===== src/rtl/ovs_pkg.sv =====
package ovs_pkg;

	localparam int TABLE_ENTRIES = 24;
	localparam int SLOT_W        = (TABLE_ENTRIES > 1) ? $clog2(TABLE_ENTRIES) : 1;
	localparam int CNT_W         = $clog2(TABLE_ENTRIES + 1);

	localparam logic [31:0]        WARN_RESET  = 32'd524288;
	localparam logic [31:0]        CRIT_RESET  = 32'd131072;
	localparam logic signed [15:0] SCORE_FLOOR = -16'sd32768;

	typedef enum logic [2:0] {
		ST_REGISTERED = 3'd0,
		ST_FULL       = 3'd1,
		ST_NO_ACTION  = 3'd2,
		ST_CULLED     = 3'd3,
		ST_NO_VICTIM  = 3'd4
	} status_t;

	typedef enum logic [1:0] {
		LVL_NONE     = 2'd0,
		LVL_WARN     = 2'd1,
		LVL_CRITICAL = 2'd2
	} level_t;

	typedef enum logic {
		OP_REGISTER = 1'b0,
		OP_SWEEP    = 1'b1
	} opcode_t;

	typedef enum logic {
		CFG_WARN = 1'b0,
		CFG_CRIT = 1'b1
	} cfg_idx_t;

	typedef enum logic [2:0] {
		S_IDLE,
		S_SCAN,
		S_DRAIN,
		S_FETCH_LAST,
		S_MOVE,
		S_DONE
	} fsm_t;

	typedef struct packed {
		logic [31:0]        id;
		logic [31:0]        usage;
		logic signed [15:0] score;
		logic               prot;
	} entry_t;

	localparam int ENTRY_W = $bits(entry_t);

	typedef struct packed {
		status_t            status;
		level_t             level;
		logic [31:0]        id;
		logic [31:0]        usage;
		logic signed [15:0] score;
		logic [4:0]         slot;
		logic [4:0]         count;
	} result_t;

endpackage


===== src/rtl/ovs_ram.sv =====
module ovs_ram #(
	parameter int WIDTH = 8,
	parameter int DEPTH = 16
) (
	input  logic                                    clk,
	input  logic                                    we,
	input  logic [(DEPTH > 1 ? $clog2(DEPTH) : 1)-1:0] waddr,
	input  logic [WIDTH-1:0]                        wdata,
	input  logic                                    re,
	input  logic [(DEPTH > 1 ? $clog2(DEPTH) : 1)-1:0] raddr,
	output logic [WIDTH-1:0]                        rdata
);

	logic [WIDTH-1:0] mem [DEPTH];

	always_ff @(posedge clk) begin
		if (we) begin
			mem[waddr] <= wdata;
		end
		if (re) begin
			rdata <= mem[raddr];
		end
	end

endmodule


===== src/rtl/oom_victim_selector_unit.sv =====
// Memory-pressure victim selector.
// Input channel (in_valid/in_ready) carries one item per beat: opcode 0
// appends an entry (proc_id, usage_kb, cull_score, is_protected), opcode 1
// runs a sweep with free_kb. Every item yields exactly one result beat on
// the output channel (out_valid/out_ready).
// A register item, or a sweep that needs no scan, goes straight to the
// done state, which copies its result into the output register. A sweep
// that scans reads the entry table one entry per cycle from a
// single-port-read RAM, then reads the last entry and, if a victim was
// found, writes it over the victim. Items are processed one at a time;
// the next item is taken once the current result sits in the output
// register, so no new item is taken while one is still in progress. A new
// item can be accepted while the previous result still waits on out_ready.
// Configuration writes (cfg_valid/cfg_ready, cfg_index, cfg_data) are
// always taken; index 0 is the warn threshold, index 1 the critical one.
// Reset empties the table (entry count zero, no clearing pass) and loads
// the default thresholds. A stalled receiver holds the output beat and,
// after the next item finishes, holds that item in its done state.
module oom_victim_selector_unit
	import ovs_pkg::*;
(
	input  logic               clk,
	input  logic               arst_n,

	input  logic               cfg_valid,
	output logic               cfg_ready,
	input  logic               cfg_index,
	input  logic [31:0]        cfg_data,

	input  logic               in_valid,
	output logic               in_ready,
	input  logic               opcode,
	input  logic [31:0]        proc_id,
	input  logic [31:0]        usage_kb,
	input  logic signed [15:0] cull_score,
	input  logic               is_protected,
	input  logic [31:0]        free_kb,

	output logic               out_valid,
	input  logic               out_ready,
	output logic [2:0]         status,
	output logic [1:0]         pressure_level,
	output logic [31:0]        victim_id,
	output logic [31:0]        victim_usage_kb,
	output logic signed [15:0] victim_score,
	output logic [4:0]         victim_slot,
	output logic [4:0]         entry_count
);

	fsm_t               state_q, state_d;
	logic [31:0]        warn_q, crit_q;
	logic [CNT_W-1:0]   count_q;
	logic [SLOT_W-1:0]  idx_q;
	logic [SLOT_W-1:0]  last_slot;
	logic               rd_v_s1;
	logic [SLOT_W-1:0]  rd_slot_s1;
	logic               found_q;
	logic [SLOT_W-1:0]  slot_q;
	logic signed [15:0] best_q;
	entry_t             victim_q;
	level_t             level_q;
	result_t            res_q;
	result_t            out_q;
	logic               out_valid_q;

	logic               ram_we, ram_re;
	logic [SLOT_W-1:0]  ram_waddr, ram_raddr;
	entry_t             ram_wdata, rd_entry;
	logic [ENTRY_W-1:0] rd_raw;

	logic               accept, is_full, no_action, better;
	entry_t             new_entry;

	assign cfg_ready = 1'b1;
	assign accept    = in_valid && in_ready;
	assign is_full   = (count_q == CNT_W'(TABLE_ENTRIES));
	assign no_action = (free_kb > warn_q);
	assign last_slot = SLOT_W'(count_q - CNT_W'(1));
	assign rd_entry  = entry_t'(rd_raw);
	assign better    = rd_v_s1 && !rd_entry.prot && ($signed(rd_entry.score) > best_q);

	always_comb begin
		new_entry.id    = proc_id;
		new_entry.usage = usage_kb;
		new_entry.score = cull_score;
		new_entry.prot  = is_protected;
	end

	ovs_ram #(
		.WIDTH(ENTRY_W),
		.DEPTH(TABLE_ENTRIES)
	) u_table (
		.clk  (clk),
		.we   (ram_we),
		.waddr(ram_waddr),
		.wdata(ram_wdata),
		.re   (ram_re),
		.raddr(ram_raddr),
		.rdata(rd_raw)
	);

	// next state
	always_comb begin
		state_d = state_q;
		unique case (state_q)
			S_IDLE: begin
				if (accept) begin
					if (opcode == OP_SWEEP && !no_action && count_q != '0) begin
						state_d = S_SCAN;
					end else begin
						state_d = S_DONE;
					end
				end
			end
			S_SCAN: begin
				if (idx_q == last_slot) begin
					state_d = S_DRAIN;
				end
			end
			S_DRAIN:      state_d = S_FETCH_LAST;
			S_FETCH_LAST: state_d = found_q ? S_MOVE : S_DONE;
			S_MOVE:       state_d = S_DONE;
			S_DONE: begin
				if (!out_valid_q || out_ready) begin
					state_d = S_IDLE;
				end
			end
			default:      state_d = S_IDLE;
		endcase
	end

	// outputs of the state machine
	always_comb begin
		in_ready  = 1'b0;
		ram_we    = 1'b0;
		ram_waddr = count_q[SLOT_W-1:0];
		ram_wdata = new_entry;
		ram_re    = 1'b0;
		ram_raddr = idx_q;
		unique case (state_q)
			S_IDLE: begin
				in_ready = 1'b1;
				ram_we   = in_valid && opcode == OP_REGISTER && !is_full;
			end
			S_SCAN: begin
				ram_re = 1'b1;
			end
			S_FETCH_LAST: begin
				ram_re    = 1'b1;
				ram_raddr = last_slot;
			end
			S_MOVE: begin
				// last entry overwrites the victim slot
				ram_we    = 1'b1;
				ram_waddr = slot_q;
				ram_wdata = rd_entry;
			end
			default: begin
			end
		endcase
	end

	always_ff @(posedge clk or negedge arst_n) begin
		if (!arst_n) begin
			state_q     <= S_IDLE;
			warn_q      <= WARN_RESET;
			crit_q      <= CRIT_RESET;
			count_q     <= '0;
			rd_v_s1     <= 1'b0;
			found_q     <= 1'b0;
			out_valid_q <= 1'b0;
		end else begin
			state_q <= state_d;
			rd_v_s1 <= (state_q == S_SCAN);

			if (cfg_valid && cfg_ready) begin
				unique case (cfg_idx_t'(cfg_index))
					CFG_WARN: warn_q <= cfg_data;
					CFG_CRIT: crit_q <= cfg_data;
					default:  warn_q <= warn_q;
				endcase
			end

			if (state_q == S_IDLE && accept && opcode == OP_REGISTER && !is_full) begin
				count_q <= count_q + CNT_W'(1);
			end else if (state_q == S_MOVE) begin
				count_q <= count_q - CNT_W'(1);
			end

			if (state_q == S_IDLE) begin
				found_q <= 1'b0;
			end else if (better) begin
				found_q <= 1'b1;
			end

			if (state_q == S_DONE && (!out_valid_q || out_ready)) begin
				out_valid_q <= 1'b1;
			end else if (out_valid_q && out_ready) begin
				out_valid_q <= 1'b0;
			end
		end
	end

	// scan datapath and pending result
	always_ff @(posedge clk) begin
		rd_slot_s1 <= idx_q;
		if (state_q == S_IDLE) begin
			idx_q  <= '0;
			best_q <= SCORE_FLOOR;
		end else if (state_q == S_SCAN) begin
			idx_q <= idx_q + SLOT_W'(1);
		end

		if (better) begin
			best_q   <= $signed(rd_entry.score);
			slot_q   <= rd_slot_s1;
			victim_q <= rd_entry;
		end

		if (state_q == S_IDLE && accept) begin
			res_q.id    <= '0;
			res_q.usage <= '0;
			res_q.score <= '0;
			res_q.slot  <= '0;
			res_q.level <= LVL_NONE;
			res_q.count <= 5'(count_q);
			if (opcode == OP_REGISTER) begin
				if (is_full) begin
					res_q.status <= ST_FULL;
				end else begin
					res_q.status <= ST_REGISTERED;
					res_q.count  <= 5'(count_q + CNT_W'(1));
				end
			end else if (no_action) begin
				res_q.status <= ST_NO_ACTION;
			end else begin
				res_q.status <= ST_NO_VICTIM;
				res_q.level  <= (free_kb < crit_q) ? LVL_CRITICAL : LVL_WARN;
			end
		end else if (state_q == S_MOVE) begin
			res_q.status <= ST_CULLED;
			res_q.id     <= victim_q.id;
			res_q.usage  <= victim_q.usage;
			res_q.score  <= victim_q.score;
			res_q.slot   <= 5'(slot_q);
			res_q.count  <= 5'(count_q - CNT_W'(1));
		end

		if (state_q == S_DONE && (!out_valid_q || out_ready)) begin
			out_q <= res_q;
		end
	end

	assign out_valid       = out_valid_q;
	assign status          = out_q.status;
	assign pressure_level  = out_q.level;
	assign victim_id       = out_q.id;
	assign victim_usage_kb = out_q.usage;
	assign victim_score    = out_q.score;
	assign victim_slot     = out_q.slot;
	assign entry_count     = out_q.count;

	a_count_bound: assert property (@(posedge clk) disable iff (!arst_n)
		count_q <= CNT_W'(TABLE_ENTRIES))
		else $error("entry count above table size");

	a_write_source: assert property (@(posedge clk) disable iff (!arst_n)
		ram_we |-> (state_q == S_IDLE || state_q == S_MOVE))
		else $error("table write outside register or move");

	a_move_shrinks: assert property (@(posedge clk) disable iff (!arst_n)
		state_q == S_MOVE |=> count_q == $past(count_q) - CNT_W'(1))
		else $error("cull did not shrink the table");

	a_scan_data: assert property (@(posedge clk) disable iff (!arst_n)
		rd_v_s1 |-> (state_q == S_SCAN || state_q == S_DRAIN))
		else $error("scan data outside scan");

endmodule

===== config.mk =====
export PLATFORM = sky130hd
export DESIGN_NAME = oom_victim_selector_unit
export DESIGN_NICKNAME = d
export VERILOG_FILES = /design/src/rtl/ovs_pkg.sv /design/src/rtl/ovs_ram.sv /design/src/rtl/oom_victim_selector_unit.sv
export SDC_FILE = /design/constraint.sdc
export NUM_CORES = 2
export LEC_CHECK = 0
export BUFFER_PORTS_ARGS = -buffer_cell sky130_fd_sc_hd__buf_2
export CORE_UTILIZATION = 60
export DETAILED_ROUTE_END_ITERATION = 8
export HOLD_SLACK_MARGIN = 0.08
export PLACE_DENSITY = 0.82
export REMOVE_ABC_BUFFERS = 1
export SYNTH_ARGS = -nofsm -noshare
export SYNTH_HDL_FRONTEND = slang
export SYNTH_SLANG_ARGS = --single-unit

===== constraint.sdc =====
create_clock -name clk -period 12.45 [get_ports clk]
set_input_delay 1.245 -clock clk [delete_from_list [all_inputs] [get_ports clk]]
set_output_delay 1.245 -clock clk [all_outputs]
set_load 0.01 [all_outputs]

==> run_results.csv <==
group,metric,value,unit
sta,post-route-period-util,43.2,%
global_routing,grt_usage,30.0,%
sta,relSlewSlack,16.7,%
setup_path,rr_worst_depth,7,
power_and_ir_drop,ir_worst_vdd,231,uV
die,rows,144,
routing,drc,0,
sta,rsz0062_at_grt,"no",
die,die_area,157000,um2
clocking,hold_buffers,0,
clocking,clk_path_buf_depth,3,
placed_design,place_ws,6.57,ns
routing,wirelength,237000,um
sta,drv_slew,0,
routing,vias_per_cell,6.59,
clocking,cts-root-buf,"clkbuf_16",
yosys,synth_area,93100,um2
die,dieHeight,396,um
power_and_ir_drop,power,23700,uW
placed_design,port_buffers,248,
setup_path,start_kind,"flop",
routing,wl_per_cell,27.9,um
cells_and_area,syn_to_final_growth,11.4,%
yosys,synth-seq-cells,2401,
clocking,clk_pin_slew_worst_paths,0.06,ns
sta,fmax,0.186,GHz
setup_path,reg2reg_from,"state_q[2]",
yosys,postSynth.topFlopCell,"edfxtp_1",
cells_and_area,final_layout_size_suffix_gt1_share,14.4,%
sta,finalSetupViolCount,0,
yosys,yosysWarnings,0,
sta,period_minus_slack,5.38,ns
power_and_ir_drop,power.leakage,0.0366,uW
clocking,cts_htree_levels,4,
setup_path,reg2reg_to,"u_table.mem[3][45]",
placed_design,routabilityCongestion,0.868,
setup_path,timing.critical_path.from,"state_q[2]",
setup_path,criticalPathCategory,"reg2reg",
die,initial_utilization,60.4,%
sta,hold_viol,0,
clocking,ctsResizeCount,0,
die,ios,250,
power_and_ir_drop,power.density,229,nW/um2
sta,finalSetupTns,0,ns
global_routing,grt_antenna_before_repair,7,
setup_path,cp_max_fo,51,
setup_path,worstPathRequired,12.91,ns
yosys,synth_area_per_cell,15.4,um2
global_routing,grt_pass1_wl,348000,um
cells_and_area,fillers,9403,
cells_and_area,fin_cells,8499,
sta,finalClockSkew,0.0579,ns
routing,ant_nets,0,
setup_path,cp-endpoint,"u_table.mem[3][45]",
die,core,154000,um2
die,die_w,396,um
sta,tightest_slew,1.25,ns
run_status,status,"finished, final reports clean",
setup_path,end_kind,"flop",
global_routing,overflow,0,
cells_and_area,postLayoutCoreUtil,67.4,%
routing,drt_iter0_markers,8892,
yosys,synth_edf_count,2231,
placed_design,hpwl,122000,um
clocking,cts_sinks,2401,
placed_design,dpl.cell_count,8086,
global_routing,grt_max_degree,159,
cells_and_area,seqCellArea,70800,um2
min_path,min_path_type,"reg2reg",
cells_and_area,nets,6498,
flow_run,maxCapViolations,0,
yosys,ys_seq_area_share,76.0,%
clocking,post-cts-setup-buffers,0,
setup_path,rrSetupSlack,7.07,ns
yosys,netlist-cell-type-count,66,
routing,drt_pass1_iterations,9,
clocking,clkLatencyLatePin,0.87,ns
yosys,netlist_instances,6034,
routing,vias,56006,
yosys,async_flop_share,3.12,%
sta,layout_setup_ws,7.07,ns
global_routing,grt_pass1_vias,55381,
clocking,cts_buffers,219,
setup_path,arrival,5.83,ns
cells_and_area,multiInputGateArea,20600,um2
clocking,cts_tree,"built",
-- placed cells by master, fill, tap and decap left out, types with 33 or more instances in the layout --
cell type	instances
buf_4	98
clkbuf_1	49
edfxtp_1	2231
a32oi_1	163
mux2i_1	262
dfxtp_1	95
buf_2	247
a21oi_1	119
inv_1	89
nand2_1	1435
clkinv_2	38
o21ai_0	46
ha_1	83
mux4_2	162
nand4_1	40
clkinv_1	36
mux2_2	33
clkbuf_16	221
nand3_1	594
dfrtp_1	73
-- state kept, by name, summed over array words and instances, names as in the netlist --
name,count
best_q,16
count_q,5
crit_q,32
entry_count,5
found_q,1
idx_q,5
out_valid,1
pressure_level,2
rd_slot_s1,5
rd_v_s1,1
res_q,95
slot_q,5
state_q,3
status,3
u_table.mem,1944
u_table.rdata,81
victim_id,32
victim_q,80
victim_score,16
victim_slot,5
victim_usage_kb,32
warn_q,32
-- cells in the mapped netlist, types with 3 or more instances --
cell type	instances	share of area, %
inv_1	89	0.36
nor2_1	56	0.23
buf_6	15	0.18
nand2_1	1437	5.8
nand3b_1	7	0.056
mux2_2	34	0.41
o31ai_1	5	0.040
o21a_1	4	0.032
nand2b_1	4	0.027
edfxtp_1	2231	72
or2_2	3	0.020
dfrtp_1	73	2.0
a22oi_1	32	0.26
nor3_1	10	0.054
nand4_1	40	0.27
mux4_2	162	3.9
ha_1	83	1.1
mux2i_1	263	2.8
clkbuf_1	136	0.55
and4_1	5	0.047
buf_2	122	0.66
buf_4	42	0.34
xnor2_1	10	0.094
and2_1	15	0.10
xor2_1	9	0.085
buf_1	28	0.11
a32oi_1	163	1.5
a21o_1	12	0.097
nor4_1	9	0.060
o22ai_1	14	0.094
a31oi_1	8	0.054
nand3_1	594	3.2
nor2b_1	11	0.074
o21ai_0	47	0.25
a21oi_1	119	0.64
a211oi_1	7	0.056
dfxtp_1	95	2.0
-- area by class of cell --
cell class	count	area share (%)
antenna	4	0.00965
clock buffer	282	5.67
clock inverter	127	1.43
inverter	90	0.328
multi-input combinational	3200	19.9
sequential	2401	68.2
tap	2044	2.46
timing repair buffer	351	2.02
-- worst min path at each step --
stage | end | from | slack [ns] | cells after the start
3_5_place_dp | slot_q[4] | rd_slot_s1[4] | 0.39 | 0
6_report | slot_q[4] | rd_slot_s1[4] | 0.40 | 0
5_1_grt | slot_q[3] | rd_slot_s1[3] | 0.41 | 0
4_1_cts | slot_q[4] | rd_slot_s1[4] | 0.40 | 0
2_1_floorplan | slot_q[0] | rd_slot_s1[0] | 0.39 | 0
3_3_place_gp | slot_q[4] | rd_slot_s1[4] | 0.39 | 0
-- kinds of logic after synthesis --
group / synth area share [%]
flip-flops: 76.0
AO/OA/AOI/OAI: 3.25
adder cells (fa/ha/maj): 1.12
buffers and inverters: 2.20
other: 0.00403
multiplexers: 7.16
AND/OR/NAND/NOR: 10.1
XOR/XNOR: 0.196
-- power by group --
group	switching, uW	total (uW)	internal (uW)
logic	4250	6050	1810
registers	412	10800	10400
clock network	2960	6900	3940
-- critical path: stages, from the launching register on --
cell     delay (ns)
dfrtp_1        0.57
or4b_1         0.88
inv_4          0.42
nand2_1        0.16
o22ai_1        0.44
nand2_1        0.39
nor2_4         1.04
buf_4          0.96
-- per-layer routing --
metal	part of all wire (%)	wire length (um)	up-vias	global-route usage, %
met5	0.014	34	-	0
met4	4.2	10100	6	12.4
met3	13	31500	734	6.39
met2	47	112000	4711	47.6
met1	35	83700	27395	40.8
li1	-	-	23160	-
-- stage by stage --
| step | cell area, um2 | hold WS (ns) |
|---|---|---|
| global placement | 96400 | 0.389 |
| floorplan | 91400 | 0.386 |
| CTS | 104000 | 0.401 |
| finish | 104000 | 0.404 |
| detailed placement | 96400 | 0.389 |
| global route | 104000 | 0.407 |
Power figures use the tool's default switching activity.
